===== src/rtl/core/obra_pkg.sv =====
// Shared constants, types and helper functions of the octree restriction averager.
package obra_pkg;

	localparam int MAX_DIM = 16;
	localparam int MAX_VARS = 5;
	localparam int HALF_MAX = MAX_DIM / 2;
	localparam int SLOTS = HALF_MAX * HALF_MAX * MAX_VARS;
	localparam int SLOT_W = $clog2(SLOTS);

	localparam int CHILD_W = 3;
	localparam int FINE_W = 4;
	localparam int VAR_W = 3;
	localparam int SAMPLE_W = 32;
	localparam int SUM_W = SAMPLE_W + 3;
	localparam int TGT_W = 15;
	localparam int DIM_W = 5;
	localparam int OCT_BITS = 3;
	localparam int OCT_W = 8 * OCT_BITS;

	localparam int A_W = 8;
	localparam int B_W = 12;

	localparam int IN_BITS = CHILD_W + 3 * FINE_W + VAR_W + SAMPLE_W;
	localparam int IN_W = ((IN_BITS + 7) / 8) * 8;
	localparam int OUT_BITS = TGT_W + SAMPLE_W;
	localparam int OUT_W = ((OUT_BITS + 7) / 8) * 8;

	localparam int CFG_IDX_W = 3;
	localparam int CFG_DATA_W = OCT_W;

	localparam logic [TGT_W-1:0] TGT_MAX = TGT_W'(MAX_DIM * MAX_DIM * MAX_DIM * MAX_VARS - 1);

	localparam logic [DIM_W-1:0] RST_DIM = DIM_W'(8);
	localparam logic [VAR_W-1:0] RST_VARS = VAR_W'(5);
	localparam logic [OCT_W-1:0] RST_OCT = OCT_W'(16434824);

	localparam logic [CFG_IDX_W-1:0] REG_DIM_X = CFG_IDX_W'(0);
	localparam logic [CFG_IDX_W-1:0] REG_DIM_Y = CFG_IDX_W'(1);
	localparam logic [CFG_IDX_W-1:0] REG_DIM_Z = CFG_IDX_W'(2);
	localparam logic [CFG_IDX_W-1:0] REG_NUM_VARS = CFG_IDX_W'(3);
	localparam logic [CFG_IDX_W-1:0] REG_OCTANT = CFG_IDX_W'(4);

	typedef struct packed {
		logic [DIM_W-1:0] dx;
		logic [DIM_W-1:0] dy;
		logic [DIM_W-1:0] dz;
		logic [VAR_W-1:0] nv;
		logic [OCT_W-1:0] oct;
	} obra_cfg_t;

	typedef struct packed {
		logic acc;
		logic adv_s1;
		logic load_s2;
		logic adv_s2;
	} obra_ctl_t;

	function automatic logic [DIM_W-1:0] eff_dim(input logic [DIM_W-1:0] d);
		logic [DIM_W-1:0] e;
		e = {d[DIM_W-1:1], 1'b0};
		if (e < DIM_W'(2)) begin
			e = DIM_W'(2);
		end else if (e > DIM_W'(MAX_DIM)) begin
			e = DIM_W'(MAX_DIM);
		end
		return e;
	endfunction

	function automatic logic [VAR_W-1:0] eff_vars(input logic [VAR_W-1:0] n);
		logic [VAR_W-1:0] e;
		e = n;
		if (e == '0) begin
			e = VAR_W'(1);
		end else if (e > VAR_W'(MAX_VARS)) begin
			e = VAR_W'(MAX_VARS);
		end
		return e;
	endfunction

endpackage


===== src/rtl/core/obra_cfg.sv =====
// Configuration registers; dimensions and variable count are held in clamped form.
module obra_cfg import obra_pkg::*; (
	input  logic                  clk,
	input  logic                  arst_n,
	input  logic                  we,
	input  logic [CFG_IDX_W-1:0]  idx,
	input  logic [CFG_DATA_W-1:0] wdata,
	output obra_cfg_t             cfg
);

	obra_cfg_t cfg_q;

	always_ff @(posedge clk or negedge arst_n) begin
		if (!arst_n) begin
			cfg_q.dx <= RST_DIM;
			cfg_q.dy <= RST_DIM;
			cfg_q.dz <= RST_DIM;
			cfg_q.nv <= RST_VARS;
			cfg_q.oct <= RST_OCT;
		end else if (we) begin
			unique case (idx)
				REG_DIM_X: begin
					cfg_q.dx <= eff_dim(wdata[DIM_W-1:0]);
				end
				REG_DIM_Y: begin
					cfg_q.dy <= eff_dim(wdata[DIM_W-1:0]);
				end
				REG_DIM_Z: begin
					cfg_q.dz <= eff_dim(wdata[DIM_W-1:0]);
				end
				REG_NUM_VARS: begin
					cfg_q.nv <= eff_vars(wdata[VAR_W-1:0]);
				end
				REG_OCTANT: begin
					cfg_q.oct <= wdata[OCT_W-1:0];
				end
				default: begin
				end
			endcase
		end
	end

	assign cfg = cfg_q;

endmodule


===== config.mk =====
export PLATFORM = sky130hd
export DESIGN_NAME = obra_cfg
export DESIGN_NICKNAME = d
export VERILOG_FILES = /design/src/rtl/core/obra_pkg.sv /design/src/rtl/core/obra_cfg.sv
export SDC_FILE = /design/constraint.sdc
export NUM_CORES = 1
export LEC_CHECK = 0
export CELL_PAD_IN_SITES_DETAIL_PLACEMENT = 1
export CELL_PAD_IN_SITES_GLOBAL_PLACEMENT = 2
export CORE_ASPECT_RATIO = 0.9
export CORE_MARGIN = 2
export CORE_UTILIZATION = 30
export DETAILED_ROUTE_END_ITERATION = 10
export DONT_BUFFER_PORTS = 1
export HOLD_SLACK_MARGIN = 0.15
export PLACE_DENSITY_LB_ADDON = 0.3
export SKIP_LAST_GASP = 1
export SYNTH_ARGS = -nofsm -noshare
export SYNTH_HDL_FRONTEND = slang
export SYNTH_SLANG_ARGS = --single-unit

===== constraint.sdc =====
create_clock -name clk -period 0.9 [get_ports clk]
set_clock_uncertainty 0.1 [all_clocks]
set_input_delay 0.09 -clock clk [delete_from_list [all_inputs] [get_ports clk]]
set_output_delay 0.09 -clock clk [all_outputs]
set_load 0.02 [all_outputs]

==> summary.md, run 1 <==
| Metric | Value |
|---|---|
| Hold-fix buffers, CTS | `24` |
| Slack of the critical path | `-0.249 ns` |
| Commonest non-fill, non-tap cell in the layout | `buf_6` |
| Sum of negative setup slack | `-7.10 ns` |
| Critical path buffers and inverters | `1` |
| Initial antenna violation count | `0` |
| Status | `finished, violations left` |
| Clk slew on worst S/H paths | `around 0.07 ns` |
| Library cells used by synthesis | `18` |
| Crit path DAT | `roughly 0.96 ns` |
| Slowest stage cell, crit path | `dfstp_2` |
| Hold Path Class | `primary input to asynchronous set/reset pin` |
| IO Port Bufs | `0` |
| CTS tree | `yes` |
| Initial Utilization | `roughly 31%` |
| CP required | `0.71 ns` |
| Final min period | `about 1.1 ns` |
| Syn Std Cell Area | `approximately 1600 um^2` |
| CP max stage delay | `between 0.5 and 0.6 ns` |
| Routed WL per cell | `roughly 16 um` |
| Clk sinks | `39` |
| Gr usage total | `between 10% and 20%` |
| Drt via density | `between 4 and 5` |
| Slew Limit Fails | `0` |
| H-Tree Depth | `2` |
| Cell Pwr Density | `~2200 nW/um^2` |
| I/O pins | `72` |
| Die height | `73.3 um` |
| Vias in the first global route | `roughly 1200` |
| Share of post-route cells with drive strength above 1 | `66.9%` |
| Cell family contributing the most delay on the critical path | `flip-flops` |
| Sequential area share after synthesis | `slightly above 60%` |
| Chip width | `81.0 um` |
| First-pass DRT Iterations | `3` |
| First-pass GRT wire length | `5930 um` |
| IR drop worst, VDD | `roughly 1.3 mV` |
| Layout area overhead | `72.9%` |
| Nets | `207` |
| Total power | `around 6.2 mW` |
| Final WL | `approximately 3900 um` |
| Critical path launch point type | `flip-flop` |
| DRC viols | `0` |
| Vias post-DR | `about 1100` |
| Largest net degree at the start of global routing | `40` |
| Fill cell count | `between 500 and 600` |
| Max FFs per register | `39` |
| Post-Synthesis Cells | `99` |
| Maxcap violations | `0` |
| Final Wtd Congestion | `between 0.6 and 0.7` |
| Crit. End Element | `output port` |
| RSZ-0062 raised after global routing | `yes` |
| Die ar. | `about 5900 um^2` |
| Yosys warns | `0` |
| Final Cycle Share | `128%` |
| Hold WS | `-0.604 ns` |
| Lkg Pwr | `around 1.2 nW` |
| Flops & latches, synth | `39` |
| CTS Buffer Depth | `2` |
| Root Buffer | `clkbuf_8` |
| Post-route ant nets | `0` |
| Violated checks | `negative hold slack, negative setup slack` |
| Total CTS buffers | `5` |
| Max Freq | `just under 900 MHz` |
| DRT iter0 DRCs | `11` |
| Detail Placement HPWL | `~2700 um` |
| Clk_lat worst skew | `around 0.28 ns` |
| Row cnt | `25` |
| Syn_area_per_cell | `16.2 um^2` |
| Crit path cell chain | `buf_12` |
| Antenna Cells | `0` |
| Final Hold Viols | `40` |
| Core ar. | `approximately 5200 um^2` |
| Commonest cells after routing, fill and taps aside | `buf_6, mux2_2, dfrtp_1` |
| Remaining Overflow, GRT | `0` |
| Worst setup path category | `flip-flop to output port` |
| Crit-path max FO | `2` |
| Setup violators final | `48` |
-- metal layers --
layer / vias to the layer above / wire length (um) / global-route usage (%)
met2: 40 / 2200 / 24.5
met1: 551 / 1490 / 15.8
met5: - / 0 / 0
met4: 0 / 28 / 3.39
li1: 497 / - / -
met3: 5 / 217 / 3.69
-- timing repair --
item	in CTS	in global routing
endpoints found under the hold margin	78	53
pin swaps	0	1
buffers inserted	9	0
resized for setup	22	13
setup endpoints to repair	39	57
-- cell usage after synthesis --
cell / n / area (um^2)
nor2_1: 1 / 3.75
nor2b_1: 2 / 12.5
dfrtp_1: 22 / 551
and4bb_1: 2 / 25.0
buf_4: 3 / 22.5
nor4b_4: 1 / 23.8
nor3_4: 1 / 16.3
dfstp_2: 17 / 447
a21oi_1: 1 / 5.00
nand2b_1: 2 / 12.5
mux2_2: 36 / 405
conb_1: 1 / 3.75
mux2_1: 1 / 11.3
buf_6: 2 / 22.5
o21ba_2: 1 / 10.0
o21ai_0: 2 / 10.0
nand4b_1: 1 / 8.76
nand2_1: 3 / 11.3
-- cell type report --
cell class              instances  area [um^2]  area share [%]
clock buffers                   8          100            3.61
repair buffers                 74          952            34.4
flip-flops and latches         39          997            36.0
well taps                      67         83.8            3.03
multi-input cells              57          636            23.0
-- logic make-up after synthesis --
logic type	count (synthesis)	synth area share, %
AOI/OAI and AO/OA	4	1.56
buffers and inverters	5	2.81
DFF	39	62.3
muxes	37	26.0
other	1	0.234
and+or+nand+nor	13	7.11
-- path summary, 6_finish.rpt --
| kind | slack (ns) | startpoint | depth (start not counted) | endpoint |
|---|---|---|---|---|
| max | -0.25 | cfg[24] | 1 | cfg[24] |
| min | -0.60 | arst_n | 0 | cfg[33] |
| max reg2reg | -0.11 | cfg[31] | 2 | cfg[31] |
| min reg2reg | 0.39 | cfg[24] | 2 | cfg[24] |
| max in group asynchronous | 1.11 | arst_n | 0 | cfg[17] |
| min in group clk | 0 | we | 2 | cfg[24] |
-- stage by stage --
stage,utilization (%),hold WS (ns),std cells,area (um^2),worst slack [ns]
final,53.3,-0.604,245,2770,-0.249
after global routing,53.3,-0.625,245,2770,-0.288
after CTS,52.5,-0.614,245,2730,-0.271
after detailed placement,43.1,-0.305,204,2240,-0.224
after global placement,43.1,-0.304,204,2240,-0.181
after floorplan,-,-0.306,101,1660,-0.211
-- power by group --
| group | internal [mW] | switching (mW) | total (mW) |
|---|---|---|---|
| clock | 0.699 | 0.551 | 1.25 |
| sequential | 2.25 | 0.337 | 2.59 |
| combinational | 1.53 | 0.825 | 2.35 |
(Power assumes the default switching activity.)
==> run 2, diff against run 1 <==
--- a/config.mk
+++ b/config.mk
@@ -14,4 +14,5 @@
 export DONT_BUFFER_PORTS = 1
 export HOLD_SLACK_MARGIN = 0.15
+export MAX_ROUTING_LAYER = met4
 export PLACE_DENSITY_LB_ADDON = 0.3
 export SKIP_LAST_GASP = 1
==> constraint.sdc (replaced) <==
create_clock -name clk -period 1.2 [get_ports clk]
set_clock_uncertainty 0.1 [all_clocks]
set_input_delay 0.06 -clock clk [delete_from_list [all_inputs] [get_ports clk]]
set_output_delay 0.06 -clock clk [all_outputs]
set_load 0.02 [all_outputs]
==> run 2 against run 1 <==
Effect of this change: the flow finishes with violations (negative hold slack); worst hold slack gained 0.57 ns; sequential share of layout area grew 12 points; core utilization shrank 14 points; routed wire length shrank 5.3%; first-iteration DRC count grew 120%; largest cell class unchanged.
==> summary.md, run 2 (synthesized netlist as in run 1, its figures left out) <==
| Metric | Value |
|---|---|
| Chip width | `81.0 um (unchanged)` |
| First-pass GRT wire length | `5770 um (was 5930 um)` |
| Cell Pwr Density | `1720 nW/um^2 (was 2230 nW/um^2)` |
| Psw | `1.14 mW (was 1.71 mW)` |
| Post_cts resized | `0 (was 22)` |
| Die ar. | `5940 um^2 (unchanged)` |
| Die height | `73.3 um (unchanged)` |
| Core ar. | `5190 um^2 (unchanged)` |
| CP max stage delay | `0.60 ns (was 0.57 ns)` |
| Sum of negative setup slack | `0 ns (was -7.10 ns)` |
| Critical path launch point type | `primary input (was flip-flop)` |
| Final min period | `between 1 and 1.5 ns` |
| Fill cell count | `558 (was 508)` |
| CTS tree | `yes (unchanged)` |
| I/O pins | `72 (unchanged)` |
| Vias in the first global route | `1103 (was 1171)` |
| Clk sinks | `39 (unchanged)` |
| Remaining Overflow, GRT | `0 (unchanged)` |
| Part of the power in the clock network | `24.0% (was 20.2%)` |
| Nets | `165 (was 207)` |
| Lkg Pwr | `0.844 nW (was 1.24 nW)` |
| Clk slew on worst S/H paths | `0.07 ns (about the same)` |
| Worst setup path category | `primary input to flip-flop (was flip-flop to output port)` |
| Comb power frac | `13.4% (was 38.0%)` |
| Hold Path Class | `primary input to flip-flop (was primary input to asynchronous set/reset pin)` |
| Root Buffer | `clkbuf_8 (unchanged)` |
| CP required | `1.27 ns (was 0.71 ns)` |
| Final Cycle Share | `between 90% and 100%` |
| Crit path DAT | `1.24 ns (was 0.96 ns)` |
| Status | `finished, violations left (unchanged)` |
| Max Freq | `between 800 and 900 MHz` |
| Initial antenna violation count | `0 (unchanged)` |
| Slew Limit Fails | `0 (unchanged)` |
| Total CTS buffers | `5 (unchanged)` |
| Initial Utilization | `30.8% (unchanged)` |
| Detail Placement HPWL | `2540 um (was 2690 um)` |
| Maxcap violations | `0 (unchanged)` |
| IO Port Bufs | `0 (unchanged)` |
| Antenna Cells | `0 (unchanged)` |
| Final Hold Viols | `4 (was 40)` |
| Gr usage total | `13.7% (was 13.5%)` |
| Post-CTS setup buffers | `0 (was 9)` |
| Slowest stage cell, crit path | `dlygate4sd3_1 (was dfstp_2)` |
| Max FFs per register | `39 (unchanged)` |
| Reg power frac | `62.6% (was 41.8%)` |
| Worst reg2reg path startpoint | `cfg[12] (was cfg[31])` |
| Switching Share | `32.3% (was 27.7%)` |
| Cell family contributing the most delay on the critical path | `buffers and inverters (was flip-flops)` |
| Reg2reg end | `cfg[12] (was cfg[31])` |
| Final WL | `3730 um (was 3930 um)` |
| Violated checks | `negative hold slack (was negative hold slack, negative setup slack)` |
| Internal power | `2.40 mW (was 4.47 mW)` |
| Routed WL per cell | `18.4 um (was 16.1 um)` |
| Vias post-DR | `952 (was 1093)` |
| Clk_lat worst skew | `0.28 ns (about the same)` |
| DRC viols | `0 (unchanged)` |
| CTS Buffer Depth | `2 (unchanged)` |
| First-pass DRT Iterations | `2 (was 3)` |
| Row cnt | `25 (unchanged)` |
| DRT iter0 DRCs | `24 (was 11)` |
| Largest net degree at the start of global routing | `40 (unchanged)` |
| Critical path buffers and inverters | `1 (unchanged)` |
| Total power | `3.54 mW (was 6.19 mW)` |
| Worst Hold Launch | `idx[1]` |
| Commonest non-fill, non-tap cell in the layout | `mux2_2 (was buf_6)` |
| Crit path cell chain | `dlygate4sd3_1, o21ba_2, nor2_1, mux2_2 (was buf_12)` |
| Hold Crit Depth | `2` |
| Layout area overhead | `28.8% (was 72.9%)` |
| Final Wtd Congestion | `0.663 (was 0.646)` |
| H-Tree Depth | `2 (unchanged)` |
| Setup violators final | `0 (was 48)` |
| Crit. End Element | `flip-flop (was output port)` |
| R2r worst-path depth | `1 (was 2)` |
| Share of post-route cells with drive strength above 1 | `49.3% (was 66.9%)` |
| Hold-critical path endpoint | `cfg[41]` |
| R2R Setup Slk | `0.23 ns (was -0.11 ns)` |
| Finished Core Util | `39.7% (was 53.3%)` |
| Commonest cells after routing, fill and taps aside | `mux2_2, dlygate4sd3_1, dfrtp_1 (was buf_6, mux2_2, dfrtp_1)` |
| Drt via density | `4.69 (was 4.46)` |
| RSZ-0062 raised after global routing | `no (was yes)` |
| Post-route ant nets | `0 (unchanged)` |
| Hold-fix buffers, CTS | `28 (was 24)` |
| Hold WS | `-0.0385 ns (was -0.604 ns)` |
| Crit-path max FO | `4 (was 2)` |
| IR drop worst, VDD | `0.758 mV (was 1.34 mV)` |
run 2: cell types whose count changed in the layout (fill, tap and decap cells not counted), moves of 2 or more:
cell            previous run  this run
and4bb_2                   2         0
and4bb_1                   0         2
dlygate4sd3_1             20        27
mux2_2                    22        36
buf_12                    18         2
clkbuf_8                   7         5
buf_4                      5         3
buf_6                     27         0
mux2_4                    14         0
dlymetal6s4s_1             4         0
run 2: metrics by stage:
| stage | std cells | area, um^2 | setup slack (ns) | hold WS, ns |
|---|---|---|---|---|
| global route | 203 | 2060 | 0.000927 | -0.0560 |
| finish | 203 | 2060 | 0.0327 | -0.0385 |
| global placement | 167 | 1690 | 0.113 | -0.335 |
| detailed placement | 167 | 1690 | 0.0934 | -0.335 |
| floorplan | 101 | 1610 | 0.105 | -0.336 |
| CTS | 203 | 2060 | 0.0423 | -0.0517 |
run 2: final cells by class:
type / count / area [um^2] / area share [%]
Clock buffer: 7 / 76.3 / 3.70
Timing Repair Buffer: 32 / 333 / 16.1
Sequential cell: 39 / 997 / 48.4
Multi-Input combinational cell: 57 / 567 / 27.5
Tap cell: 67 / 83.8 / 4.07
Clock inverter: 1 / 5.00 / 0.243
run 2: worst max-delay path by stage:
stage	start	endpoint	slack, ns	cells after the start
floorplan	we	cfg[11]	0.11	4
global placement	we	cfg[18]	0.11	4
detailed placement	we	cfg[1]	0.09	4
CTS	wdata[2]	cfg[33]	0.04	4
global route	arst_n	cfg[30]	0.0009	3
finish	wdata[1]	cfg[33]	0.03	4
run 2: layer usage:
| layer | vias to the layer above | GRT usage [%] | wire, um |
|---|---|---|---|
| met5 | - | - | 0 |
| met4 | 0 | 6.78 | 104 |
| met3 | 13 | 4.55 | 248 |
| met2 | 38 | 22.0 | 1950 |
| met1 | 486 | 15.2 | 1420 |
| li1 | 415 | - | - |
run 2: power groups by stage:
stage                     Sequential [mW]  Combinational [mW]  Clock (mW)
after floorplan                      2.19               0.294           0
after global placement               2.23               0.349           0
after detailed placement             2.25               0.374           0
after CTS                            2.23               0.485       0.882
after global routing                 2.26               0.526       0.933
final                                2.21               0.475       0.850
==> run 3, diff against run 2 <==
- CORE_MARGIN: 2 -> not set
- CORE_UTILIZATION: 30 -> 39
- GPL_TIMING_DRIVEN: not set -> 0
==> run 3 against run 2 <==
Effect of this change: the run still ends with negative hold slack left; routed wire length fell by 8.5%; die area fell by 26%; sequential share of layout area grew 0.12 points; critical path depth down 1; clock power grew 12%; final area fell by 0.24%.
==> summary.md, run 3 (synthesized netlist as in run 1, its figures left out) <==
| Metric | Value |
|---|---|
| Worst setup path category | `primary input to asynchronous set/reset pin (was primary input to flip-flop)` |
| First-pass DRT Iterations | `4 (was 2)` |
| Clk sinks | `39 (unchanged)` |
| Vias in the first global route | `1103 (unchanged)` |
| Largest net degree at the start of global routing | `40 (unchanged)` |
| I/O pins | `72 (unchanged)` |
| Drt via density | `5.17 (was 4.69)` |
| H-Tree Depth | `2 (unchanged)` |
| Clk_lat worst skew | `0.29 ns (was 0.28 ns)` |
| Share of post-route cells with drive strength above 1 | `50.4% (was 49.3%)` |
| Final min period | `1.12 ns (was 1.17 ns)` |
| Vias post-DR | `946 (was 952)` |
| DP Worst Slack | `-0.0302 ns (was 0.0934 ns)` |
| CTS Buffer Depth | `2 (unchanged)` |
| Hold Path Class | `primary input to flip-flop (unchanged)` |
| Nets | `166 (was 165)` |
| Crit path cell chain | `dlygate4sd3_1, dlygate4sd3_1, buf_12 (was dlygate4sd3_1, o21ba_2, nor2_1, mux2_2)` |
| Die ar. | `4370 um^2 (was 5940 um^2)` |
| Finished Core Util | `53.6% (was 39.7%)` |
| Core ar. | `3840 um^2 (was 5190 um^2)` |
| Final WL | `3410 um (was 3730 um)` |
| DRC viols | `0 (unchanged)` |
| Status | `finished, violations left (unchanged)` |
| Max FFs per register | `39 (unchanged)` |
| Gr usage total | `17.8% (was 13.7%)` |
| Lkg Pwr | `0.859 nW (was 0.844 nW)` |
| Root Buffer | `clkbuf_8 (unchanged)` |
| DRT iter0 DRCs | `32 (was 24)` |
| Non-filler cells, final | `183 (was 203)` |
| Routed WL per cell | `18.6 um (was 18.4 um)` |
| Cell area after layout | `2060 um^2 (about the same)` |
| Violated checks | `negative hold slack (unchanged)` |
| Crit. End Element | `asynchronous set/reset pin (was flip-flop)` |
| Cells after DPL | `147 (was 167)` |
| Remaining Overflow, GRT | `0 (unchanged)` |
| Total power | `3.62 mW (was 3.54 mW)` |
| IR drop worst, VDD | `1.11 mV (was 0.758 mV)` |
| Maxcap violations | `0 (unchanged)` |
| Final Cycle Share | `93.5% (was 97.3%)` |
| Slew Limit Fails | `0 (unchanged)` |
| Row cnt | `21 (was 25)` |
| Die height | `62.8 um (was 73.3 um)` |
| Detail Placement HPWL | `2150 um (was 2540 um)` |
| Initial antenna violation count | `0 (unchanged)` |
| Antenna Cells | `0 (unchanged)` |
| Slowest stage cell, crit path | `dlygate4sd3_1 (unchanged)` |
| CTS tree | `yes (unchanged)` |
| Crit-path most repeated cell | `dlygate4sd3_1` |
| Commonest non-fill, non-tap cell in the layout | `mux2_2 (unchanged)` |
| Initial Utilization | `41.7% (was 30.8%)` |
| CP required | `1.52 ns (was 1.27 ns)` |
| Crit path DAT | `1.44 ns (was 1.24 ns)` |
| Layout area overhead | `28.4% (was 28.8%)` |
| Cell family contributing the most delay on the critical path | `buffers and inverters (unchanged)` |
| Sum of negative setup slack | `0 ns (unchanged)` |
| Crit-path max FO | `39 (was 4)` |
| Slack of the critical path | `0.0785 ns (was 0.0327 ns)` |
| Setup violators final | `0 (unchanged)` |
| CP max stage delay | `0.59 ns (was 0.60 ns)` |
| Total CTS buffers | `5 (unchanged)` |
| Area post-placement | `1670 um^2 (was 1690 um^2)` |
| First-pass GRT wire length | `5550 um (was 5770 um)` |
| Post-route ant nets | `0 (unchanged)` |
| Critical path launch point type | `primary input (unchanged)` |
| Met2 Usage GRT | `29.2% (was 22.0%)` |
| Chip width | `69.6 um (was 81.0 um)` |
| Routing usage on met3 | `7.10% (was 4.55%)` |
| GRT Max-Usage Layer | `met2 (unchanged)` |
| RSZ-0062 raised after global routing | `no (unchanged)` |
| Clk slew on worst S/H paths | `0.07 ns (about the same)` |
| Hold WS | `-0.0589 ns (was -0.0385 ns)` |
| Final Hold Viols | `8 (was 4)` |
| Cell Pwr Density | `1760 nW/um^2 (was 1720 nW/um^2)` |
| Final Wtd Congestion | `0.650 (was 0.663)` |
| IO Port Bufs | `0 (unchanged)` |
| Commonest cells after routing, fill and taps aside | `mux2_2, dlygate4sd3_1, dfrtp_1 (unchanged)` |
| Critical path buffers and inverters | `3 (was 1)` |
| Met1 Use GR | `18.7% (was 15.2%)` |
| Hold-fix buffers, CTS | `28 (unchanged)` |
| Max Freq | `892 MHz (was 857 MHz)` |
==> run 3: changes by cell type in the layout (fill, tap and decap cells not counted) <==
cell,before,now
buf_12,2,1
clkbuf_1,2,1
clkbuf_8,5,7
buf_6,0,2
clkinv_2,1,0
==> run 3: cell type report <==
class | instances | area (um^2)
multi-input cells | 57 | 567
repair buffers | 28 | 290
well taps | 46 | 57.6
plain buffers | 5 | 45.0
flip-flops and latches | 39 | 997
clock buffers | 8 | 100
fillers | 388 | 1780
==> run 3: final timing paths <==
| kind | cells past startpoint | to | slack (ns) | startpoint |
|---|---|---|---|---|
| max in group clk | 4 | cfg[33] | 0.08 | wdata[2] |
| min in group asynchronous | 3 | cfg[11] | 0.65 | arst_n |
| setup reg to reg | 1 | cfg[29] | 0.22 | cfg[29] |
| setup / recovery | 3 | cfg[24] | 0.08 | arst_n |
| hold / removal | 2 | cfg[38] | -0.06 | idx[1] |
| hold reg to reg | 2 | cfg[24] | 0.44 | cfg[24] |
==> run 3: routing by layer <==
metal | vias to the layer above | wire (um)
li1 | 416 | -
met2 | 52 | 1740
met5 | - | 0
met4 | 0 | 68
met3 | 8 | 305
met1 | 470 | 1300
==> run 3: repair_timing <==
| item | CTS | global route |
|---|---|---|
| endpoints found under the hold margin | 78 | 28 |
| setup buffers | 0 | 0 |
| resized for setup | 0 | 0 |
==> run 3: where the power goes <==
part           switching [mW]  internal, mW  total (mW)
combinational           0.153         0.286       0.440
sequential              0.537          1.69        2.23
clock                   0.432         0.524       0.956
