### src/rtl/core/obra_pkg.sv
// Shared constants, types and helper functions of the octree restriction averager.
package obra_pkg;

	localparam int MAX_DIM = 16;
	localparam int MAX_VARS = 5;
	localparam int HALF_MAX = MAX_DIM / 2;
	localparam int SLOTS = HALF_MAX * HALF_MAX * MAX_VARS;
	localparam int SLOT_W = $clog2(SLOTS);

	localparam int CHILD_W = 3;
	localparam int FINE_W = 4;
	localparam int VAR_W = 3;
	localparam int SAMPLE_W = 32;
	localparam int SUM_W = SAMPLE_W + 3;
	localparam int TGT_W = 15;
	localparam int DIM_W = 5;
	localparam int OCT_BITS = 3;
	localparam int OCT_W = 8 * OCT_BITS;

	localparam int A_W = 8;
	localparam int B_W = 12;

	localparam int IN_BITS = CHILD_W + 3 * FINE_W + VAR_W + SAMPLE_W;
	localparam int IN_W = ((IN_BITS + 7) / 8) * 8;
	localparam int OUT_BITS = TGT_W + SAMPLE_W;
	localparam int OUT_W = ((OUT_BITS + 7) / 8) * 8;

	localparam int CFG_IDX_W = 3;
	localparam int CFG_DATA_W = OCT_W;

	localparam logic [TGT_W-1:0] TGT_MAX = TGT_W'(MAX_DIM * MAX_DIM * MAX_DIM * MAX_VARS - 1);

	localparam logic [DIM_W-1:0] RST_DIM = DIM_W'(8);
	localparam logic [VAR_W-1:0] RST_VARS = VAR_W'(5);
	localparam logic [OCT_W-1:0] RST_OCT = OCT_W'(16434824);

	localparam logic [CFG_IDX_W-1:0] REG_DIM_X = CFG_IDX_W'(0);
	localparam logic [CFG_IDX_W-1:0] REG_DIM_Y = CFG_IDX_W'(1);
	localparam logic [CFG_IDX_W-1:0] REG_DIM_Z = CFG_IDX_W'(2);
	localparam logic [CFG_IDX_W-1:0] REG_NUM_VARS = CFG_IDX_W'(3);
	localparam logic [CFG_IDX_W-1:0] REG_OCTANT = CFG_IDX_W'(4);

	typedef struct packed {
		logic [DIM_W-1:0] dx;
		logic [DIM_W-1:0] dy;
		logic [DIM_W-1:0] dz;
		logic [VAR_W-1:0] nv;
		logic [OCT_W-1:0] oct;
	} obra_cfg_t;

	typedef struct packed {
		logic acc;
		logic adv_s1;
		logic load_s2;
		logic adv_s2;
	} obra_ctl_t;

	function automatic logic [DIM_W-1:0] eff_dim(input logic [DIM_W-1:0] d);
		logic [DIM_W-1:0] e;
		e = {d[DIM_W-1:1], 1'b0};
		if (e < DIM_W'(2)) begin
			e = DIM_W'(2);
		end else if (e > DIM_W'(MAX_DIM)) begin
			e = DIM_W'(MAX_DIM);
		end
		return e;
	endfunction

	function automatic logic [VAR_W-1:0] eff_vars(input logic [VAR_W-1:0] n);
		logic [VAR_W-1:0] e;
		e = n;
		if (e == '0) begin
			e = VAR_W'(1);
		end else if (e > VAR_W'(MAX_VARS)) begin
			e = VAR_W'(MAX_VARS);
		end
		return e;
	endfunction

endpackage

### src/rtl/core/obra_idx.sv
// Parent address pipeline: octant placement and the linear index, one multiply per stage.
module obra_idx import obra_pkg::*; (
	input  logic               clk,
	input  obra_cfg_t          cfg,
	input  obra_ctl_t          ctl,
	input  logic [CHILD_W-1:0] child,
	input  logic [FINE_W-1:0]  fx,
	input  logic [FINE_W-1:0]  fy,
	input  logic [FINE_W-1:0]  fz,
	input  logic [VAR_W-1:0]   var_i,
	output logic [TGT_W-1:0]   target
);

	logic [OCT_BITS-1:0]      oct_sel;
	logic [FINE_W-1:0]        cx;
	logic [FINE_W-1:0]        cy;
	logic [FINE_W-1:0]        cz;
	logic [FINE_W+DIM_W-1:0]  zy_prod;
	logic [A_W+DIM_W-1:0]     b_prod;
	logic [B_W+VAR_W-1:0]     t_prod;

	logic [A_W-1:0]    a_s1;
	logic [FINE_W-1:0] cx_s1;
	logic [VAR_W-1:0]  var_s1;
	logic [B_W-1:0]    b_s2;
	logic [VAR_W-1:0]  var_s2;
	logic [TGT_W-1:0]  target_q;

	always_comb begin
		oct_sel = cfg.oct[child * OCT_BITS +: OCT_BITS];
		cx = (oct_sel[0] ? cfg.dx[DIM_W-1:1] : '0) + {1'b0, fx[FINE_W-1:1]};
		cy = (oct_sel[1] ? cfg.dy[DIM_W-1:1] : '0) + {1'b0, fy[FINE_W-1:1]};
		cz = (oct_sel[2] ? cfg.dz[DIM_W-1:1] : '0) + {1'b0, fz[FINE_W-1:1]};
		zy_prod = {{DIM_W{1'b0}}, cz} * {{FINE_W{1'b0}}, cfg.dy};
		b_prod = {{DIM_W{1'b0}}, a_s1} * {{A_W{1'b0}}, cfg.dx};
		t_prod = {{VAR_W{1'b0}}, b_s2} * {{B_W{1'b0}}, cfg.nv};
	end

	always_ff @(posedge clk) begin
		if (ctl.acc) begin
			a_s1 <= A_W'(zy_prod + (FINE_W + DIM_W)'(cy));
			cx_s1 <= cx;
			var_s1 <= var_i;
		end
		if (ctl.load_s2) begin
			b_s2 <= B_W'(b_prod + (A_W + DIM_W)'(cx_s1));
			var_s2 <= var_s1;
		end
		if (ctl.adv_s2) begin
			target_q <= TGT_W'(t_prod + (B_W + VAR_W)'(var_s2));
		end
	end

	assign target = target_q;

endmodule

### config.mk
export PLATFORM = sky130hd
export DESIGN_NAME = obra_idx
export DESIGN_NICKNAME = d
export VERILOG_FILES = /design/src/rtl/core/obra_pkg.sv /design/src/rtl/core/obra_idx.sv
export SDC_FILE = /design/constraint.sdc
export NUM_CORES = 1
export LEC_CHECK = 0
export ABC_AREA = 1
export ABC_CLOCK_PERIOD_IN_PS = 8800
export BUFFER_PORTS_ARGS = -buffer_cell sky130_fd_sc_hd__buf_2
export CAP_MARGIN = 20
export CORE_MARGIN = 2
export CORE_UTILIZATION = 40
export DETAILED_ROUTE_END_ITERATION = 10
export HOLD_SLACK_MARGIN = 0.05
export PLACE_DENSITY = 0.6
export SYNTH_ARGS = -nofsm -noshare
export SYNTH_HDL_FRONTEND = slang
export SYNTH_SLANG_ARGS = --single-unit
### constraint.sdc
create_clock -name clk -period 8.8 [get_ports clk]
set_input_delay 1.76 -clock clk [delete_from_list [all_inputs] [get_ports clk]]
set_output_delay 1.76 -clock clk [all_outputs]
set_load 0.005 [all_outputs]
==> results.py, run 1 <==
metrics = {
    "power_and_ir_drop": {
        "p_comb_share_pct": 68.2,
        "p_int_mw": 1.11,
        "leakagePower_nw": 3.40,
        "vdd_drop_max_mv": 0.152,
        "switching_share_pct": 45.9,
        "seq_power_share_pct": 22.5,
        "power_density_nw_per_um2": 342,
        "power_mw": 2.05,
        "pwr-share-clk_pct": 9.3,
        "p_sw_mw": 0.942,
    },
    "logic_synthesis": {
        "yosysSeqAreaShare_pct": 25.3,
        "synth_area_um2": 5330,
        "syn_nets": 809,
        "ys_ff_latch": 45,
        "syn_inst": 622,
        "yosysWarnings": 0,
        "synthDistinctLibCells": 32,
        "synth.avg_cell_area_um2": 8.58,
    },
    "clock_network": {
        "clock_sinks": 45,
        "cts.htree.levels": 2,
        "ctsHoldBuffers": 0,
        "post_cts_buffers": 0,
        "cts_resized": 0,
        "clock_path_buffers": 2,
        "cts_tree": "done",
        "cts.clk_slew.worst_paths_ns": 0.07,
        "numCtsBuffers": 5,
        "insertion_delay_ns": 0.29,
        "clock-root-buffer": "clkbuf_16",
    },
    "detailed_routing": {
        "met2_length_mm": 5.32,
        "dr.pass1.iters": 4,
        "routed_wirelength_mm": 9.69,
        "vias": 4049,
        "route.met3.wl_um": 255,
        "highest_layer": "met4",
        "drt.antenna.violating_nets": 0,
        "met1_length_mm": 3.97,
        "vias_per_cell": 4.65,
        "wl_per_cell_um": 11.1,
        "first_iter_violations": 136,
        "drc": 0,
    },
    "floorplan": {
        "start_util_pct": 40.6,
        "io_pins": 80,
        "die_w_um": 119,
        "die_area_um2": 14300,
        "core_um2": 13100,
        "die_y_um": 119,
        "row_count": 42,
    },
    "worst_setup_path": {
        "timing_worst_setup_path_type": "input pin to flop",
        "slowest_delay_ns": 0.56,
        "cp_slowest_cell": "fa_1",
        "startpoint": "child[0]",
        "regToRegEndpoint": "b_s2[9]",
        "worst-path-buf-inv": 3,
        "end_kind": "flop",
        "ff2ff_setup_slack_ns": 5.23,
        "worst-path-max-fanout": 13,
        "worstReg2RegStart": "a_s1[1]",
        "path_common_cell": "nand2_1",
        "crit_path_end": "a_s1[6]",
        "critPathTopFamily": "adder cells",
        "cp.depth": 23,
        "cp.required_ns": 8.84,
        "cp.arrival_ns": 6.35,
        "r2r_cells": 12,
        "critPathLaunchType": "input pin",
        "crit_chain": "buf_2 > inv_2 > nand2_1 > nand2_1 > nand2_1 > nand3_2 > nand2_1 > nor2_1 > ha_1 > fa_1 > xnor2_1 > or2_2 > fa_1 > fa_1 > fa_1 > inv_1 > ha_1 > a21oi_1 > nand2_1 > nand2_1 > nand2_1 > a21oi_1 > xnor2_1",
    },
    "placement": {
        "placed_cells": 861,
        "dp_hpwl_mm": 8.46,
        "portBuffers": 74,
        "dpl_cell_area_um2": 5860,
        "gp_congestion": 0.883,
    },
    "global_route": {
        "antenna_found_initial": 1,
        "grt-ovfl-total": 0,
        "grt_max_degree": 16,
        "grt_first_pass_wirelength_mm": 17.3,
        "first_global_vias": 4243,
        "grt_usage_pct": 14.5,
    },
    "final_layout": {
        "final_common_cell": "nand2_1",
        "mostFrequentLayoutCells": "141 x nand2_1, 136 x inv_1, 78 x ha_1",
        "drive_above_1_share_pct": 15.0,
        "final_cell_area_um2": 6010,
        "syn2layout_area_growth_pct": 12.6,
        "n_fill_cell": 1312,
        "final-instance-count-excl-fill": 870,
        "utilization_pct": 45.7,
        "fin_nets": 879,
    },
    "sta": {
        "rsz0062_at_grt": "no",
        "finalSetupTns_ns": 0,
        "relSlewSlack_pct": 70.8,
        "final-hold-violation-count": 0,
        "period_share_pct": 71.7,
        "max_freq_ghz": 0.159,
        "period_needed_ns": 6.31,
        "setup_viol": 0,
        "tightest_slew_ns": 0.434,
        "clock_skew_ns": 0.00579,
        "slew_violations": 0,
    },
    "status": {
        "outcome": "complete, no violations",
    },
    "flow_run": {
        "max-cap-violations": 0,
    },
    "min_path": {
        "hp-class": "flop to flop",
    },
}
[layer usage]
layer	vias up	global-route usage (%)
li1	2092	-
met5	-	0
met3	12	2.11
met4	0	3.97
met1	1903	15.5
met2	42	29.3
[cell type report]
class | count | area [µm²] | area share (%)
inverters | 138 | 518 | 8.62
flip-flops and latches | 45 | 1350 | 22.5
diodes | 1 | 2.50 | 0.0416
well taps | 176 | 220 | 3.67
repair buffers | 74 | 370 | 6.16
multi-input cells | 428 | 3400 | 56.6
clock buffers | 5 | 125 | 2.08
clock inverters | 3 | 21.3 | 0.354
[registers in the layout, indices dropped and copies added (netlist names)]
register,flops
b_s2,12
var_s2,3
a_s1,8
cx_s1,4
target,15
var_s1,3
[how the worst min path moves through the flow]
stage	cells past startpoint	slack, ns	end	start
floorplan	0	0.40	var_s2[0]	var_s1[0]
global placement	0	0.41	var_s2[2]	var_s1[2]
detailed placement	0	0.41	var_s2[2]	var_s1[2]
CTS	0	0.42	var_s2[2]	var_s1[2]
global route	0	0.44	var_s2[2]	var_s1[2]
finish	0	0.42	var_s2[2]	var_s1[2]
[synth_stat cells]
library cell	count	area (µm²)
a21boi_0	1	7.51
a21o_1	5	37.5
a21oi_1	23	115
a31oi_1	3	18.8
buf_2	1	5.00
buf_6	3	33.8
clkbuf_1	7	26.3
edfxtp_1	45	1350
fa_1	44	881
ha_1	78	976
inv_1	136	510
inv_2	2	7.51
nand2_1	141	529
nand2_2	5	31.3
nand3_1	17	85.1
nand3_2	7	70.1
nand3b_1	1	7.51
nand4_1	6	37.5
nor2_1	36	135
nor2_2	4	25.0
nor3_1	2	10.0
o2111ai_1	1	8.76
o211ai_1	2	15.0
o211ai_2	1	12.5
o21ai_0	9	45.0
o21ai_1	5	25.0
o21ai_2	1	8.76
o221ai_2	1	15.0
o31ai_1	1	7.51
or2_2	1	6.26
xnor2_1	12	105
xor2_1	21	184
[kinds of logic (layout without fill, tap and decap cells)]
family | Yosys count | in the layout | synth area share (%)
simple gates | 220 | 220 | 17.6
fa+ha+maj | 122 | 122 | 34.8
buf+inv | 149 | 220 | 10.9
flops | 45 | 45 | 25.3
xor+xnor | 33 | 33 | 5.42
compound gates | 53 | 53 | 5.93
other cells | 0 | 1 | 0
[power by group through the flow]
stage / logic [mW] / registers (mW) / clock network [mW]
2_1_floorplan: 1.12 / 0.463 / 0
3_3_place_gp: 1.37 / 0.468 / 0
3_5_place_dp: 1.40 / 0.468 / 0
4_1_cts: 1.42 / 0.463 / 0.193
5_1_grt: 1.66 / 0.472 / 0.201
6_report: 1.40 / 0.461 / 0.191
[per-stage QoR]
| step | hold slack (ns) | setup WS [ns] |
|---|---|---|
| 6_report | 0.423 | 2.49 |
| 5_1_grt | 0.438 | 2.12 |
| 4_1_cts | 0.424 | 2.45 |
| 3_5_place_dp | 0.408 | 2.16 |
| 3_3_place_gp | 0.408 | 2.27 |
| 2_1_floorplan | 0.400 | 2.80 |
No activity file was read; power rests on OpenSTA's default activity.
==> run 2: changes to the inputs <==
--- a/config.mk
+++ b/config.mk
@@ -5,15 +5,15 @@
 export SDC_FILE = /design/constraint.sdc
 export NUM_CORES = 1
 export LEC_CHECK = 0
-export ABC_AREA = 1
-export ABC_CLOCK_PERIOD_IN_PS = 8800
+export ABC_AREA = 0
+export ABC_CLOCK_PERIOD_IN_PS = 5800
 export BUFFER_PORTS_ARGS = -buffer_cell sky130_fd_sc_hd__buf_2
 export CAP_MARGIN = 20
 export CORE_MARGIN = 2
 export CORE_UTILIZATION = 40
 export DETAILED_ROUTE_END_ITERATION = 10
 export HOLD_SLACK_MARGIN = 0.05
-export PLACE_DENSITY = 0.6
+export PLACE_DENSITY = 0.63
 export SYNTH_ARGS = -nofsm -noshare
 export SYNTH_HDL_FRONTEND = slang
 export SYNTH_SLANG_ARGS = --single-unit
==> constraint.sdc (replaced) <==
create_clock -name clk -period 5.8 [get_ports clk]
set_input_delay 1.16 -clock clk [delete_from_list [all_inputs] [get_ports clk]]
set_output_delay 1.16 -clock clk [all_outputs]
set_load 0.005 [all_outputs]
==> results.py, run 2 <==
metrics = {
    "worst_setup_path": {
        "slowest_delay_ns": 0.58,
        "ff2ff_setup_slack_ns": 2.04,
        "cp.depth": 17,
        "cp.required_ns": 5.84,
        "regToRegEndpoint": "b_s2[10]",
        "critPathLaunchType": "input pin",
        "worst-path-max-fanout": 4,
        "timing_worst_setup_path_type": "input pin to flop",
        "path_common_cell": "fa_1",
        "r2r_cells": 12,
        "cp_slowest_cell": "fa_1",
        "worstReg2RegStart": "a_s1[2]",
        "critPathTopFamily": "adder cells",
        "worst-path-buf-inv": 2,
        "crit_chain": "buf_2 > mux4_2 > or2_4 > and3_2 > ha_2 > fa_2 > nand2_1 > fa_1 > fa_1 > fa_1 > inv_1 > ha_4 > a211oi_2 > o21bai_1 > a21oi_1 > xnor2_1 > xnor2_1",
        "cp.arrival_ns": 5.65,
        "end_kind": "flop",
    },
    "logic_synthesis": {
        "synth_area_um2": 5170,
        "synthDistinctLibCells": 45,
        "synth_common_cells": "78 x ha_1, 70 x inv_1, 64 x nand2_1, 45 x edfxtp_1, 44 x fa_1",
        "synthDominantAreaCellType": "edfxtp_1",
        "yosysSeqAreaShare_pct": 26.2,
        "yosysTopAreaCellShare_pct": 26.2,
        "async_flop_share_pct": 0,
        "synth_edf_count": 45,
        "syn_nets": 688,
        "synth_ff_type": "edfxtp_1",
        "yosysWarnings": 0,
        "ys_top_cells_by_area": "edfxtp_1 26%, ha_1 19%, fa_1 17%",
        "ys_ff_latch": 45,
        "syn_inst": 501,
        "synth.avg_cell_area_um2": 10.3,
        "synth.most_common_cell": "ha_1",
    },
    "final_layout": {
        "mostFrequentLayoutCells": "75 x ha_1, 74 x buf_2, 70 x inv_1",
        "antenna_cells": 0,
        "final_common_cell": "ha_1",
        "syn2layout_area_growth_pct": 17.6,
        "utilization_pct": 48.1,
        "final-instance-count-excl-fill": 761,
        "fin_nets": 775,
        "final_cell_area_um2": 6070,
        "largest_register_ffs": 15,
        "drive_above_1_share_pct": 19.4,
    },
    "placement": {
        "gp_congestion": 0.808,
        "dpl_cell_area_um2": 5830,
        "dp_hpwl_mm": 7.69,
        "portBuffers": 74,
        "placed_cells": 751,
    },
    "global_route": {
        "grt_first_pass_wirelength_mm": 15.9,
        "first_global_vias": 3831,
        "grt_usage_pct": 13.5,
        "grt-ovfl-total": 0,
        "grt_max_degree": 16,
        "antenna_found_initial": 0,
    },
    "clock_network": {
        "numCtsBuffers": 5,
        "clock-root-buffer": "clkbuf_16",
        "cts.clk_slew.worst_paths_ns": 0.06,
        "cts_tree": "done",
        "ctsHoldBuffers": 0,
        "clock_sinks": 45,
        "insertion_delay_ns": 0.29,
        "cts.htree.levels": 2,
        "clock_path_buffers": 2,
    },
    "sta": {
        "setup_viol": 0,
        "tightest_slew_ns": 0.461,
        "period_share_pct": 96.8,
        "final-hold-violation-count": 0,
        "max_freq_ghz": 0.178,
        "relSlewSlack_pct": 68.9,
        "finalSetupTns_ns": 0,
        "clock_skew_ns": 0.00719,
        "slew_violations": 0,
        "rsz0062_at_grt": "no",
        "hold_slack_ns": 0.421,
        "period_needed_ns": 5.62,
    },
    "min_path": {
        "hp-class": "flop to flop",
        "min_to": "var_s2[1]",
        "whs_path_depth": 0,
        "holdCritStartpoint": "var_s1[1]",
    },
    "detailed_routing": {
        "vias_per_cell": 4.79,
        "routed_wirelength_mm": 8.85,
        "wl_per_cell_um": 11.6,
        "first_iter_violations": 146,
        "drt.antenna.violating_nets": 0,
        "drc": 0,
        "vias": 3644,
        "dr.pass1.iters": 4,
    },
    "floorplan": {
        "row_count": 41,
        "core_um2": 12600,
        "die_w_um": 118,
        "io_pins": 80,
        "die_y_um": 118,
        "start_util_pct": 40.9,
        "die_area_um2": 13800,
    },
    "flow_run": {
        "max-cap-violations": 0,
    },
    "power_and_ir_drop": {
        "power_density_nw_per_um2": 564,
        "vdd_drop_max_mv": 0.252,
        "leakagePower_nw": 3.02,
    },
    "status": {
        "outcome": "complete, no violations",
    },
}
run 2: cell count changes in the layout (fill, tap and decap cells not counted), sizes merged, moves of 6 or more:
cell / previous run / this run
nand2: 146 / 64
inv: 139 / 71
and2: 0 / 40
nor2: 40 / 6
nand3: 24 / 5
xor2: 21 / 5
buf: 74 / 89
xnor2: 12 / 26
nor2b: 0 / 9
nand2b: 0 / 7
a21o: 5 / 11
o21ai: 15 / 9
run 2: kinds of logic after synthesis:
family                   count (synthesis)  share of synthesized area [%]
multiplexers                            11                           3.66
XOR/XNOR                                31                           5.40
adder cells (fa/ha/maj)                122                           35.9
flip-flops                              45                           26.2
buffers and inverters                   79                           5.89
AND/OR/NAND/NOR                        143                           14.1
AO/OA/AOI/OAI                           70                           8.86
run 2: power by group:
group          switching, mW  leakage [nW]  internal (mW)
Clock                  0.121        0.0944          0.248
Sequential            0.0771         0.441          0.635
Combinational           1.24          2.48           1.10
run 2: final cells by class:
class	count	area, µm²
repair buffers	89	483
multi-input cells	377	3570
fillers	1171	6550
well taps	172	215
clock inverters	3	68.8
inverters	70	263
clock buffers	5	125
flip-flops and latches	45	1350
run 2: worst register-to-register path, stage by stage, from the launching register on:
cell	delay, ns
edfxtp_1	0.48
and2_1	0.22
fa_1	0.48
ha_1	0.30
inv_1	0.05
fa_1	0.52
inv_1	0.07
fa_1	0.45
a21o_1	0.19
a21oi_1	0.22
o21bai_1	0.12
a311oi_1	0.31
xnor2_1	0.10
run 2: worst max-delay path by stage:
stage,start,to,slack (ns)
after global placement,child[0],a_s1[7],-0.13
final,child[0],a_s1[7],0.18
after detailed placement,child[0],a_s1[7],-0.19
after global routing,child[0],a_s1[7],0.006
after CTS,child[0],a_s1[7],0.12
after floorplan,child[0],a_s1[7],0.01
run 2: timing repair:
| item | 4_1_cts | 5_1_grt |
|---|---|---|
| gates resized for setup | 0 | 7 |
| endpoints found under the setup margin | 0 | 2 |
| buffers inserted | 0 | 2 |
run 2: layer usage:
metal | global-route usage (%) | share of wire, % | up-vias
met2 | 25.4 | 51 | 70
li1 | - | - | 1863
met4 | 3.46 | 1.1 | 0
met3 | 2.18 | 3.5 | 7
met5 | 0 | 0 | -
met1 | 15.8 | 44 | 1704
run 2: stage by stage:
step / worst slack [ns] / power [mW]
2_1_floorplan: 0.0113 / 2.54
3_3_place_gp: -0.134 / 3.00
3_5_place_dp: -0.186 / 3.05
4_1_cts: 0.116 / 3.46
5_1_grt: 0.00631 / 3.86
6_report: 0.184 / 3.43
==> run 3: changes to the inputs <==
--- a/config.mk
+++ b/config.mk
@@ -6,14 +6,15 @@
 export NUM_CORES = 1
 export LEC_CHECK = 0
 export ABC_AREA = 0
-export ABC_CLOCK_PERIOD_IN_PS = 5800
+export ABC_CLOCK_PERIOD_IN_PS = 5200
 export BUFFER_PORTS_ARGS = -buffer_cell sky130_fd_sc_hd__buf_2
 export CAP_MARGIN = 20
 export CORE_MARGIN = 2
 export CORE_UTILIZATION = 40
 export DETAILED_ROUTE_END_ITERATION = 10
 export HOLD_SLACK_MARGIN = 0.05
-export PLACE_DENSITY = 0.63
+export PLACE_DENSITY = 0.61
+export RECOVER_POWER = 25
 export SYNTH_ARGS = -nofsm -noshare
 export SYNTH_HDL_FRONTEND = slang
 export SYNTH_SLANG_ARGS = --single-unit
==> constraint.sdc (replaced) <==
create_clock -name clk -period 5.2 [get_ports clk]
set_input_delay 1.04 -clock clk [delete_from_list [all_inputs] [get_ports clk]]
set_output_delay 1.04 -clock clk [all_outputs]
set_load 0.005 [all_outputs]
==> results.py, run 3 (synthesized netlist as in run 2, its figures left out) <==
metrics = {
    "sta": {
        "final-hold-violation-count": 0,
        "rsz0062_at_grt": "yes",
        "max_freq_ghz": 0.191,
        "period_needed_ns": 5.23,
        "timing.final.ws_setup_ns": -0.0346,
        "slew_violations": 0,
        "hold_slack_ns": 0.422,
        "setup_viol": 1,
        "relSlewSlack_pct": 46.3,
        "period_share_pct": 101,
        "clock_skew_ns": 0.0116,
        "tightest_slew_ns": 0.805,
        "finalSetupTns_ns": -0.0346,
    },
    "power_and_ir_drop": {
        "power_mw": 3.85,
        "power_density_nw_per_um2": 623,
        "vdd_drop_max_mv": 0.307,
        "leakagePower_nw": 3.04,
    },
    "detailed_routing": {
        "drt.antenna.violating_nets": 0,
        "drc": 0,
        "routed_wirelength_mm": 9.15,
        "vias": 3742,
        "vias_per_cell": 4.89,
        "dr.pass1.iters": 4,
        "wl_per_cell_um": 12.0,
        "first_iter_violations": 147,
    },
    "global_route": {
        "grt_usage_pct": 13.6,
        "antenna_found_initial": 0,
        "first_global_vias": 3797,
        "grt-ovfl-total": 0,
        "grt_max_degree": 17,
        "grt_first_pass_wirelength_mm": 15.9,
    },
    "placement": {
        "portBuffers": 74,
        "placed_cells": 755,
        "gp_congestion": 0.784,
        "dpl_cell_area_um2": 5890,
        "pre_cts_ws_ns": -0.512,
        "dp_hpwl_mm": 7.79,
    },
    "worst_setup_path": {
        "cp.required_ns": 5.25,
        "worst-path-buf-inv": 3,
        "cp_slowest_cell": "fa_1",
        "crit_chain": "buf_8 > mux4_2 > or2_4 > and3_4 > ha_4 > fa_2 > xor2_4 > and2_1 > ha_1 > ha_1 > inv_1 > fa_1 > inv_2 > fa_2 > a211oi_4 > o21bai_1 > a21oi_1 > xnor2_1 > xnor2_1",
        "critPathTopFamily": "adder cells",
        "timing_worst_setup_path_type": "input pin to flop",
        "critPathLaunchType": "input pin",
        "cp.arrival_ns": 5.28,
        "slowest_delay_ns": 0.54,
        "worst-path-max-fanout": 5,
        "end_kind": "flop",
    },
    "final_layout": {
        "n_fill_cell": 1210,
        "syn2layout_area_growth_pct": 19.4,
        "largest_register_ffs": 15,
        "multiInputGateArea_um2": 3640,
        "fin_nets": 779,
        "ff_latch_area_um2": 1350,
        "drive_above_1_share_pct": 20.7,
        "mostFrequentLayoutCells": "74 x ha_1, 71 x buf_2, 68 x inv_1",
        "final_common_cell": "ha_1",
        "antenna_cells": 0,
        "final-instance-count-excl-fill": 765,
        "utilization_pct": 48.9,
        "final_cell_area_um2": 6170,
    },
    "floorplan": {
        "io_pins": 80,
        "die_y_um": 118,
        "start_util_pct": 40.9,
        "row_count": 41,
        "core_um2": 12600,
        "die_w_um": 118,
        "die_area_um2": 13800,
    },
    "status": {
        "outcome": "complete, but fails checks",
        "violations": "setup timing",
    },
    "clock_network": {
        "ctsHoldBuffers": 0,
        "clock_path_buffers": 2,
        "cts.htree.levels": 2,
        "numCtsBuffers": 5,
        "clock_sinks": 45,
        "insertion_delay_ns": 0.29,
        "cts.clk_slew.worst_paths_ns": 0.07,
        "cts_tree": "done",
        "clock-root-buffer": "clkbuf_16",
    },
    "flow_run": {
        "max-cap-violations": 0,
    },
    "min_path": {
        "hp-class": "flop to flop",
    },
}
-- run 3: cell count changes in the layout (fill, tap and decap cells not counted), moves of 2 or more --
| cell | before | now |
|---|---|---|
| nand2_1 | 64 | 62 |
| ha_4 | 2 | 4 |
| buf_2 | 74 | 71 |
| nand2_2 | 0 | 2 |
| clkbuf_1 | 0 | 2 |
| buf_4 | 15 | 19 |
| inv_2 | 0 | 2 |
| inv_1 | 70 | 68 |
| a21oi_4 | 0 | 2 |
-- run 3: where the power goes --
| part | internal (mW) | switching, mW | leakage, nW |
|---|---|---|---|
| sequential | 0.708 | 0.0840 | 0.441 |
| combinational | 1.27 | 1.41 | 2.51 |
| clock | 0.231 | 0.144 | 0.0859 |
-- run 3: final timing paths --
| check | startpoint | end | slack [ns] | depth (start not counted) |
|---|---|---|---|---|
| max | child[0] | a_s1[7] | -0.03 | 19 |
| min | var_s1[2] | var_s2[2] | 0.42 | 0 |
| max reg2reg | a_s1[2] | b_s2[10] | 1.47 | 12 |
| min reg2reg | var_s1[2] | var_s2[2] | 0.42 | 0 |
-- run 3: repair_timing --
item,in CTS,in global routing
gates cloned,0,0
gates resized for setup,4,10
setup endpoints to repair,2,4
pin swaps,5,6
buffers inserted,0,2
-- run 3: final cells by class --
cell class | instances | area share, %
clock buffer | 5 | 2.03
clock inverter | 3 | 0.812
multi-input combinational | 377 | 59.1
inverter | 70 | 4.26
tap | 172 | 3.49
sequential | 45 | 21.9
timing repair buffer | 93 | 8.44
-- run 3: routing by layer --
metal | track usage [%] | vias to the layer above | wire, µm
met5 | 0 | - | 0
met1 | 16.0 | 1780 | 4030
met2 | 25.5 | 73 | 4650
li1 | - | 1878 | -
met4 | 3.46 | 0 | 117
met3 | 2.37 | 11 | 359
